===== src/hw/rtl/p2lpc_pkg.sv =====
// Shared types and constants for the PARCOR to LPC step-up block.
`timescale 1ns / 1ps

package p2lpc_pkg;

    // Width of the order configuration register.
    localparam int ORDER_W = 6;

    // Commands from the controller to the datapath.
    typedef struct packed {
        logic load_we;       // write incoming coefficient into bank 0
        logic k_capture;     // latch k_i from bank 0 read port A
        logic mac_issue;     // issue one multiply-accumulate read pair
        logic k_write;       // write k_i into the destination bank at index i
        logic wr_bank1;      // destination bank for recursion writes
        logic rd_sel_bank1;  // which bank's read data is consumed this cycle
        logic out_load;      // load the output register
        logic out_last;      // the word being loaded closes the set
    } p2lpc_cmd_t;

endpackage


===== src/hw/rtl/p2lpc_ctrl.sv =====
// Sequencer for loading, the step-up recursion and the output burst.
`timescale 1ns / 1ps

module p2lpc_ctrl import p2lpc_pkg::*; #(
    parameter int MAX_ORDER = 32,
    parameter int IDX_W     = 6
) (
    input  logic               aclk,
    input  logic               aresetn,
    input  logic               s_tvalid,
    output logic               s_tready,
    output logic               m_tvalid,
    input  logic               m_tready,
    input  logic               cfg_valid,
    output logic               cfg_ready,
    input  logic [ORDER_W-1:0] cfg_data,
    input  logic               pipe_busy,
    output p2lpc_cmd_t         cmd,
    output logic [IDX_W-1:0]   rd_addr_a,
    output logic [IDX_W-1:0]   rd_addr_b,
    output logic [IDX_W-1:0]   wr_addr
);

    typedef enum logic [2:0] {
        ST_LOAD,
        ST_KREAD,
        ST_MAC,
        ST_DRAIN,
        ST_KWRITE,
        ST_ORD,
        ST_OLD
    } state_t;

    state_t             state_reg;
    logic [ORDER_W-1:0] order_reg;
    logic [IDX_W-1:0]   load_cnt_reg;
    logic [IDX_W-1:0]   stage_reg;
    logic [IDX_W-1:0]   m_reg;
    logic [IDX_W-1:0]   out_idx_reg;
    logic               m_valid_reg;

    logic [IDX_W-1:0]   eff;
    logic               in_fire;
    logic               final_bank1;
    logic               last_m;

    always_comb begin
        if (order_reg > ORDER_W'(MAX_ORDER)) begin
            eff = IDX_W'(MAX_ORDER);
        end else begin
            eff = order_reg[IDX_W-1:0];
        end
    end

    assign cfg_ready   = 1'b1;
    assign s_tready    = (state_reg == ST_LOAD);
    assign m_tvalid    = m_valid_reg;
    assign in_fire     = s_tvalid && s_tready;
    // Even orders of two or more finish in bank 1, all others in bank 0.
    assign final_bank1 = (eff > IDX_W'(1)) && !eff[0];
    assign last_m      = (m_reg == stage_reg - IDX_W'(1));

    always_comb begin
        cmd.load_we      = in_fire;
        cmd.k_capture    = (state_reg == ST_MAC) && (m_reg == IDX_W'(1));
        cmd.mac_issue    = (state_reg == ST_MAC);
        cmd.k_write      = (state_reg == ST_KWRITE);
        cmd.wr_bank1     = !stage_reg[0];
        cmd.out_load     = (state_reg == ST_OLD) && (!m_valid_reg || m_tready);
        cmd.out_last     = (out_idx_reg == eff);
        if (state_reg == ST_OLD) begin
            // gain always sits in bank 0
            cmd.rd_sel_bank1 = (out_idx_reg != '0) && final_bank1;
        end else begin
            cmd.rd_sel_bank1 = stage_reg[0];
        end
    end

    always_comb begin
        unique case (state_reg)
            ST_KREAD:      rd_addr_a = stage_reg;
            ST_ORD, ST_OLD: rd_addr_a = out_idx_reg;
            default:       rd_addr_a = m_reg;
        endcase
        rd_addr_b = stage_reg - m_reg;
        wr_addr   = (state_reg == ST_KWRITE) ? stage_reg : load_cnt_reg;
    end

    always_ff @(posedge aclk) begin
        if (!aresetn) begin
            state_reg    <= ST_LOAD;
            order_reg    <= '0;
            load_cnt_reg <= '0;
            stage_reg    <= '0;
            m_reg        <= '0;
            out_idx_reg  <= '0;
            m_valid_reg  <= 1'b0;
        end else begin
            if (cfg_valid && cfg_ready) begin
                order_reg <= cfg_data;
            end

            if (cmd.out_load) begin
                m_valid_reg <= 1'b1;
            end else if (m_tready) begin
                m_valid_reg <= 1'b0;
            end

            unique case (state_reg)
                ST_LOAD: begin
                    if (in_fire) begin
                        if (load_cnt_reg >= eff) begin
                            load_cnt_reg <= '0;
                            out_idx_reg  <= '0;
                            if (eff > IDX_W'(1)) begin
                                stage_reg <= IDX_W'(2);
                                state_reg <= ST_KREAD;
                            end else begin
                                state_reg <= ST_ORD;
                            end
                        end else begin
                            load_cnt_reg <= load_cnt_reg + IDX_W'(1);
                        end
                    end
                end
                ST_KREAD: begin
                    m_reg     <= IDX_W'(1);
                    state_reg <= ST_MAC;
                end
                ST_MAC: begin
                    if (last_m) begin
                        state_reg <= ST_DRAIN;
                    end else begin
                        m_reg <= m_reg + IDX_W'(1);
                    end
                end
                ST_DRAIN: begin
                    if (!pipe_busy) begin
                        state_reg <= ST_KWRITE;
                    end
                end
                ST_KWRITE: begin
                    if (stage_reg == eff) begin
                        out_idx_reg <= '0;
                        state_reg   <= ST_ORD;
                    end else begin
                        stage_reg <= stage_reg + IDX_W'(1);
                        state_reg <= ST_KREAD;
                    end
                end
                ST_ORD: begin
                    state_reg <= ST_OLD;
                end
                ST_OLD: begin
                    if (cmd.out_load) begin
                        if (cmd.out_last) begin
                            state_reg <= ST_LOAD;
                        end else begin
                            out_idx_reg <= out_idx_reg + IDX_W'(1);
                            state_reg   <= ST_ORD;
                        end
                    end
                end
                default: begin
                    state_reg <= ST_LOAD;
                end
            endcase
        end
    end

endmodule


===== config.mk =====
export PLATFORM = sky130hd
export DESIGN_NAME = p2lpc_ctrl
export DESIGN_NICKNAME = d
export VERILOG_FILES = /design/src/hw/rtl/p2lpc_pkg.sv /design/src/hw/rtl/p2lpc_ctrl.sv
export SDC_FILE = /design/constraint.sdc
export NUM_CORES = 1
export LEC_CHECK = 0
export ABC_AREA = 1
export CAP_MARGIN = 15
export CORE_MARGIN = 3
export CORE_UTILIZATION = 40
export CTS_CLUSTER_DIAMETER = 120
export CTS_CLUSTER_SIZE = 14
export DETAILED_ROUTE_END_ITERATION = 16
export DONT_BUFFER_PORTS = 1
export SYNTH_ARGS = -nofsm -noshare
export SYNTH_HDL_FRONTEND = slang
export SYNTH_SLANG_ARGS = --single-unit

===== constraint.sdc =====
create_clock -name aclk -period 2.4 [get_ports aclk]
set_input_delay 0 -clock aclk [delete_from_list [all_inputs] [get_ports aclk]]
set_output_delay 0 -clock aclk [all_outputs]
set_load 0.02 [all_outputs]

==> results of run 1 <==
[final cells by class]
cell class	instances	area, um^2
Sequential cell	34	683
Clock inverter	3	40.0
Fill cell	679	3290
Clock buffer	5	68.8
Inverter	55	206
Timing Repair Buffer	35	303
Tap cell	77	96.3
Multi-Input combinational cell	314	1840
[power breakdown]
group	total (mW)	leakage [nW]	switching [mW]	internal, mW
Sequential	0.748	0.278	0.106	0.642
Clock	0.541	0.0579	0.235	0.306
Combinational	1.61	1.09	1.09	0.522
[critical path, stage by stage, from the launching register on]
cell and delay (ns):
sky130_fd_sc_hd__dfxtp_1 0.36, sky130_fd_sc_hd__inv_2 0.06, sky130_fd_sc_hd__nand3_1 0.09, sky130_fd_sc_hd__nand2_2 0.10, sky130_fd_sc_hd__nand2_2 0.11, sky130_fd_sc_hd__inv_1 0.06
sky130_fd_sc_hd__ha_1 0.27, sky130_fd_sc_hd__inv_1 0.03, sky130_fd_sc_hd__a21boi_0 0.15, sky130_fd_sc_hd__o21ai_1 0.11, sky130_fd_sc_hd__nand3_2 0.09, sky130_fd_sc_hd__nand2_2 0.11
sky130_fd_sc_hd__nor2_1 0.16, sky130_fd_sc_hd__nand3_1 0.14, sky130_fd_sc_hd__nor3_1 0.19, sky130_fd_sc_hd__nor2_1 0.05
[worst max-delay path by stage]
stage,from,to,slack [ns],cells after the start
after floorplan,order_reg[2],stage_reg[1],0.34,15
after global placement,order_reg[5],stage_reg[1],0.14,13
after detailed placement,order_reg[5],stage_reg[1],0.05,13
after CTS,order_reg[5],stage_reg[1],0.04,13
after global routing,order_reg[3],out_idx_reg[3],0.01,16
final,order_reg[4],state_reg[2],0.22,15
[through the flow]
stage	total power, mW	cell area, um^2	hold slack, ns	setup slack [ns]
2_1_floorplan	1.93	2760	0.135	0.339
3_3_place_gp	2.25	2920	0.109	0.136
3_5_place_dp	2.26	2920	0.125	0.0473
4_1_cts	2.83	3190	0.00288	0.0441
5_1_grt	3.13	3240	0.0515	0.0116
6_report	2.90	3240	0.0202	0.219
[logic make-up (layout without fill, tap and decap cells)]
logic type | count (synthesis) | in the layout | share of synthesized area, %
flip-flops | 34 | 34 | 24.7
AND/OR/NAND/NOR | 209 | 209 | 35.1
other | 1 | 1 | 0.136
AO/OA/AOI/OAI | 59 | 59 | 12.2
buffers and inverters | 66 | 98 | 9.93
XOR/XNOR | 26 | 26 | 9.02
adder cells (fa/ha/maj) | 19 | 19 | 8.89
[Yosys cell counts (3+ instances only)]
master,instances,area [um^2]
sky130_fd_sc_hd__nand3_2,4,40.0
sky130_fd_sc_hd__dfxtp_1,34,681
sky130_fd_sc_hd__nand3_1,25,125
sky130_fd_sc_hd__inv_2,6,22.5
sky130_fd_sc_hd__clkbuf_1,3,11.3
sky130_fd_sc_hd__o21ai_0,19,95.1
sky130_fd_sc_hd__nand2_1,84,315
sky130_fd_sc_hd__buf_4,4,30.0
sky130_fd_sc_hd__nor2_2,6,37.5
sky130_fd_sc_hd__xnor2_1,6,52.6
sky130_fd_sc_hd__nand4_1,10,62.6
sky130_fd_sc_hd__nor2_1,57,214
sky130_fd_sc_hd__ha_1,18,225
sky130_fd_sc_hd__a21oi_1,27,135
sky130_fd_sc_hd__nor3_1,7,35.0
sky130_fd_sc_hd__nand2_2,7,43.8
sky130_fd_sc_hd__inv_1,49,184
sky130_fd_sc_hd__o221ai_1,6,52.6
sky130_fd_sc_hd__xor2_1,18,158
[routing by layer]
layer | share of wire, % | global-route usage (%)
met5 | 0 | 0
met4 | 2.8 | 7.58
met3 | 4.9 | 4.06
met2 | 47 | 32.7
met1 | 46 | 25.7
[what timing repair did]
action / in CTS / in global routing
setup buffers: 0 / 1
endpoints found under the hold margin: 23 / 0
hold buffers: 16 / 0
setup endpoints to repair: 0 / 14
gates resized for setup: 0 / 10
==> out/summary.md, run 1 <==
The flow ran to the end, and the final reports show no timing, DRC or antenna violations. The number of global-route vias before repair is 2,510, and the worst setup skew after layout is 0.0111 ns. Most used flip-flop cell after synthesis: sky130_fd_sc_hd__dfxtp_1. In this run the power density over the cells is 895 mW/mm^2.

STA classifies the critical path startpoint as a flip-flop. The routed design has 7460 um of wire. The final standard cell utilization of the core came out at 49.6%. After routing, the total negative slack on setup checks comes to 0 ns.

Counting every net in the synthesized netlist gives 445. The proportion of layout cells with a drive suffix above 1 is 13.7%, and the routed wirelength normalized by instance count is 14.3 um. Detailed placement ended at an HPWL of 5680 um. The total number of placement rows was 29; the share of flip-flops with an asynchronous set or reset after synthesis was 0%.

Worst min-delay path startpoint: pipe_busy. The logs give 0 for the number of violations of the max-capacitance limit and 0 for the total overflow reported by the global router. The tools report the die outline area as 0.00793 mm^2. The count of final hold-check violations was 0. The remaining routing DRC violations came out at 0.

The initial core utilization was 42.2%. The shortest clock period the worst path allows after layout works out to 2.18 ns. The die is 89.1 um tall.

The largest fanout of any net on the critical path was 6; the per-cell via count in the routed design was 5.29. IR analysis of the VDD net gives a maximum drop of 0.000419 V. The run gives 0 as the setup-violating endpoint count in the final report. STA classifies the critical path endpoint as a flip-flop. TritonCTS built the clock tree. The wire length of the first global-routing pass came out at 12,200 um. The tools report the worst reg2reg path endpoint as state_reg[2]. Clock-pin slew was measured on the worst setup and hold paths at 0.07 ns.

In this run the critical register-to-register path is launched from order_reg[4]. In the synthesized netlist, the number of instances is 414. For the area of the core, the log shows 0.00653 mm^2. Clock tree synthesis found a total of 34 sinks. The repair_antennas step left the layout with diodes totalling 0.

Dividing the final minimum period by the clock period gives 90.9%. Area overhead of the layout relative to synthesis: 17.3%. In this run the worst hold path is classified as input pin to flip-flop.

For the pin with the worst max-slew slack, the measured transition is 0.711 ns. The number of pins with negative max-slew slack in the final report is 0. The top cell types in the final layout, fill and taps aside, are sky130_fd_sc_hd__nand2_1 (84), sky130_fd_sc_hd__nor2_1 (57), sky130_fd_sc_hd__inv_1 (49), sky130_fd_sc_hd__dfxtp_1 (32), sky130_fd_sc_hd__a21oi_1 (27).

The post-synthesis register bit count works out to 34. In this run the tightest slew margin relative to its limit is 52.1%. The pin count of the biggest net entering global routing was 17; the number of enable-type register cells in the synthesized netlist was 0. In this run the static leakage power is 1.43 nW. In the final design database the tool counted 476 nets. The aggregate global-route resource usage is 19.9%.

The weighted congestion reported at the end of routability-driven placement came out at 0.946. The die is 89.1 um wide. The logs give 523 for the post-layout instance count excluding filler cells and 0.30 ns for the clock latency on the worst-skew pair.

The library cell used most frequently in the layout, excluding fill and tap cells, is sky130_fd_sc_hd__nand2_1. The number of antenna violations at the first check in global routing was 0; the detailed-routing iteration count for the pre-antenna-repair pass was 4. The detailed router finished its first iteration with 110 violations. The number of different library cells used by synthesis comes to 41. The count of buffers from port buffering is 0, and the number of warnings reported in the yosys synthesis log is 0.

The number of primary I/O pins is 41. Setup repair after global routing left no endpoint under its margin. Along the worst hold path, the cell count comes to 4. The path with the worst hold slack has its endpoint at state_reg[1]. The clock tree synthesis step divided the H-tree into 2 levels. CTS placed an instance of sky130_fd_sc_hd__clkbuf_8 at the clock tree root. The worst register-to-register path has a depth of 15. The placed cell count was 498. The run gives 24.7% as the sequential area share after synthesis. The mean post-synth cell area works out to 6.66 um^2. The critical path in this run is classified as flip-flop to flip-flop. For the worst setup path, the data required time is 2.59 ns. For this run, the top clock speed supported by timing is 458 MHz.

The signal arrival time at the worst endpoint was 2.37 ns; the maximum number of buffers from clock root to sink was 2. The routed layout has 2,765 vias. The tools report the number of nets still failing antenna checks after routing as 0. Buffers inserted during clock tree synthesis total 5.

For the worst setup slack for register-to-register paths, the log shows 0.22 ns. The netlist area before placement was 0.00276 mm^2.
Power figures use the tool's default switching activity.
==> inputs of run 2 (changes only) <==
--- a/config.mk
+++ b/config.mk
@@ -7,6 +7,7 @@
 export LEC_CHECK = 0
 export ABC_AREA = 1
 export CAP_MARGIN = 15
+export CORE_ASPECT_RATIO = 2
 export CORE_MARGIN = 3
 export CORE_UTILIZATION = 40
 export CTS_CLUSTER_DIAMETER = 120
==> run 2 against run 1 <==
Worst hold slack lost 0.014 ns. Global-route usage grew 1.4 points. Sequential power shrank 0.8%. Register-to-register slack gained 0.05 ns. Sequential share of layout area shrank 0.41 points. Combinational power grew 2%. Clock skew shrank 0.0084 ns. Die area grew 0.76%. Clock power grew 35%. Worst setup slack lost 0.067 ns. Via count grew 2.4%. Critical endpoint is now rd_addr_a[4]. Largest cell class unchanged.
==> out/summary.md, run 2 (synthesis gave the netlist of run 1 again) <==
The run finished with clean final reports. The pin count of the biggest net entering global routing came out at 17 (unchanged). For the routed wire length, the log shows 8170 um (+9.5%). The tools report the worst setup slack for register-to-register paths as 0.27 ns (+0.05 ns). TritonCTS built the clock tree. The most used cell along the critical path is sky130_fd_sc_hd__inv_1. The cell area reported after detailed placement is 0.00297 mm^2 (+1.5%), and the aggregate global-route resource usage is 21.3% (+1.4 points). The routed wirelength normalized by instance count came out at 15.3 um (+7.1%). Setup repair after global routing left no endpoint under its margin. Beginning of the critical path: state_reg[2]. Grouping stages by cell kind, the critical path spends the most delay in compound AO/OA/AOI/OAI gates. The run gives 0 ns (unchanged) as the setup TNS. Max-slew headroom at the worst pin: 55.4% (+3.3 points).

The number of global-route vias before repair is 2,742 (+9.2%), and the area overhead of the layout relative to synthesis is 19.9%. The CTS root buffer was sky130_fd_sc_hd__clkbuf_16. The tools report the number of levels in the clock H-tree as 2 (unchanged).

The proportion of layout cells with a drive suffix above 1 was 14.5% (+0.86 points); the maximum resistive drop on vdd was 0.000578 V (+38%). The horizontal extent of the die works out to 64.7 um (-27%). The most critical setup path has its endpoint at rd_addr_a[4]. The tools report the clock sink count as 34 (unchanged). The total number of placement rows was 42 (+45%); the remaining routing DRC violations was 0 (unchanged). The run gives 2,831 (+2.4%) as the overall via count from detail_route.

The detailed-routing iteration count for the pre-antenna-repair pass was 5 (+1); the logic depth of the worst register-to-register path was 15 (unchanged). The number of violations of the max-capacitance limit came out at 0 (unchanged). The placed cell count is 513 (+3.0%), and the count of buffers from port buffering is 0 (unchanged). The run gives 130 (+18%) as the iteration-0 DRC count of the detailed router. Number of pins with negative max-slew slack in the final report: 0 (unchanged). Layout net count: 477 (+0.21%). The tools report the worst reg2reg path endpoint as state_reg[2]. The tools report the minimum hold slack as 0.00585 ns (-0.0144 ns).

The run gives 2.40 ns (-0.19 ns) as the required time of the critical path. The worst setup margin came out at 0.152 ns (-0.0668 ns). The initial core utilization was 41.3% (-0.90 points). For the die outline area, the log shows 0.00799 mm^2 (+0.76%). The tools report the post-layout instance count excluding filler cells as 535 (+2.3%). The library cells used most frequently in the layout, excluding fill and tap cells, are sky130_fd_sc_hd__nand2_1 (84), sky130_fd_sc_hd__nor2_1 (57), sky130_fd_sc_hd__inv_1 (49), sky130_fd_sc_hd__dfxtp_1 (31), sky130_fd_sc_hd__a21oi_1 (27). The slowest stage of the critical path belongs to the cell sky130_fd_sc_hd__o221ai_1. The per-cell via count in the routed design works out to 5.29 (about the same). Achievable frequency: 445 MHz (-3.0%).

The count of final hold-check violations came out at 0 (unchanged). The signal arrival time at the worst endpoint came out at 2.25 ns (-0.12 ns). Total overflow reported by the global router: 0 (unchanged). The library cell used most frequently in the layout, excluding fill and tap cells, is sky130_fd_sc_hd__nand2_1.

The tools report the worst setup skew after layout as 0.00274 ns (-0.00838 ns). By startpoint and endpoint, the worst setup path is classified as flip-flop to output pin. The worst hold path belongs to the class input pin to flip-flop.

The height of the chip is 123 um (+39%), and the number of nets still failing antenna checks after routing is 0 (unchanged). For the weighted congestion reported at the end of routability-driven placement, the log shows 0.866 (-8.4%). The longest individual stage delay on the worst path is 0.53 ns (+0.17 ns), and the number of antenna violations at the first check in global routing is 0 (unchanged).

The shortest clock period the worst path allows after layout was 2.25 ns (+0.0668 ns); the flip-flop and latch area was 684 um^2 (+0.18%). The worst setup path is launched from a flip-flop. Startpoint of the worst-slack reg-to-reg timing path: order_reg[4]. The power density over the cells was 944 mW/mm^2 (+5.5%). For the setup-violating endpoint count in the final report, the log shows 0 (unchanged). Walking the worst path, the cells encountered are inv_2, nor3_4, inv_1, nand2_1, inv_1, o221ai_1.

The largest fanout of any net on the critical path is 9 (+3), and the leakage power figure is 1.46 nW (+2.3%). Clock edge transition at the registers on the reported setup and hold paths: 0.05 ns (-0.02 ns). Final clock period utilization by the worst path: 93.7% (+2.8 points). The wire length of the first global-routing pass came out at 13,000 um (+6.2%). The footprint of the multi-input gates came out at 0.00184 mm^2 (about the same). The logs give 0.00667 mm^2 (+2.2%) for the area of the core and 5 (unchanged) for the CTS buffer count. STA classifies the critical path endpoint as an output pin. The tools report the number of antenna diodes as 0 (unchanged). The post-place setup slack is 0.0487 ns (+0.00142 ns), and the post-detailed-placement half-perimeter wirelength is 6480 um (+14%). The number of primary I/O pins came out at 41 (unchanged). The slew at the pin with the worst max-slew slack was 0.666 ns (-0.0442 ns). The buffering stage count on the worst path with inverters included was 3 (unchanged); the maximum number of buffers from clock root to sink was 2 (unchanged).

The fill cell instance count of the final layout came out at 731 (+7.7%). The clock latency on the worst-skew pair came out at 0.28 ns (-0.02 ns). The number of cells on the critical path is 6 (-9). The run gives 0.00331 mm^2 (+2.2%) as the area of all placed cells without fillers.
## run 2: changes by cell type in the layout (fill, tap and decap cells not counted), sizes merged
cell / change
buf: +4
dlygate4sd3: -3
## run 2: through the flow
step           power [mW]  util [%]
5_1_grt              3.35      49.6
6_report             3.12      49.6
2_1_floorplan        1.93         -
3_3_place_gp         2.28      44.5
3_5_place_dp         2.30      44.5
4_1_cts              3.05      48.9
## run 2: layout make-up
| class | instances | area share (%) |
|---|---|---|
| flip-flops and latches | 34 | 20.7 |
| clock buffers | 5 | 3.78 |
| clock inverters | 3 | 1.21 |
| multi-input cells | 314 | 55.6 |
| repair buffers | 36 | 9.16 |
| well taps | 88 | 3.33 |
| inverters | 55 | 6.24 |
## run 2: what timing repair did
item | 4_1_cts | 5_1_grt
endpoints found under the hold margin | 22 | 0
endpoints found under the setup margin | 0 | 14
resized for setup | 0 | 12
buffers inserted | 0 | 1
hold buffers | 13 | 0
## run 2: power by group
part | switching, mW | internal, mW
Combinational | 1.12 | 0.525
Sequential | 0.0989 | 0.643
Clock | 0.245 | 0.485
## run 2: how the worst min path moves through the flow
stage | start | endpoint | slack (ns) | depth (start not counted)
final | pipe_busy | state_reg[1] | 0.006 | 4
after global routing | pipe_busy | state_reg[1] | 0.03 | 4
after CTS | pipe_busy | state_reg[1] | 0.002 | 4
after detailed placement | aresetn | state_reg[1] | 0.12 | 2
after global placement | aresetn | state_reg[1] | 0.13 | 2
after floorplan | cfg_data[2] | order_reg[2] | 0.13 | 2
## run 2: layer usage
layer / share of wire [%] / global-route usage (%) / wire, um
met3: 3.3 / 3.55 / 273
met5: 0 / 0 / 0
met2: 55 / 40.5 / 4500
met1: 35 / 20.1 / 2890
met4: 6.2 / 14.3 / 503
## run 2: worst reg2reg max path, cell delays in order (launching register included)
cell and delay, ns:
sky130_fd_sc_hd__dfxtp_1 0.36, sky130_fd_sc_hd__inv_2 0.06, sky130_fd_sc_hd__nand3_1 0.09, sky130_fd_sc_hd__nand2_2 0.10
sky130_fd_sc_hd__nand2_2 0.10, sky130_fd_sc_hd__inv_1 0.06, sky130_fd_sc_hd__ha_1 0.27, sky130_fd_sc_hd__inv_1 0.04
sky130_fd_sc_hd__a21boi_1 0.11, sky130_fd_sc_hd__o21ai_1 0.10, sky130_fd_sc_hd__nand3_2 0.10, sky130_fd_sc_hd__nand2_4 0.08
sky130_fd_sc_hd__nor2_1 0.14, sky130_fd_sc_hd__nand3_1 0.14, sky130_fd_sc_hd__nor3_1 0.19, sky130_fd_sc_hd__nor2_1 0.06
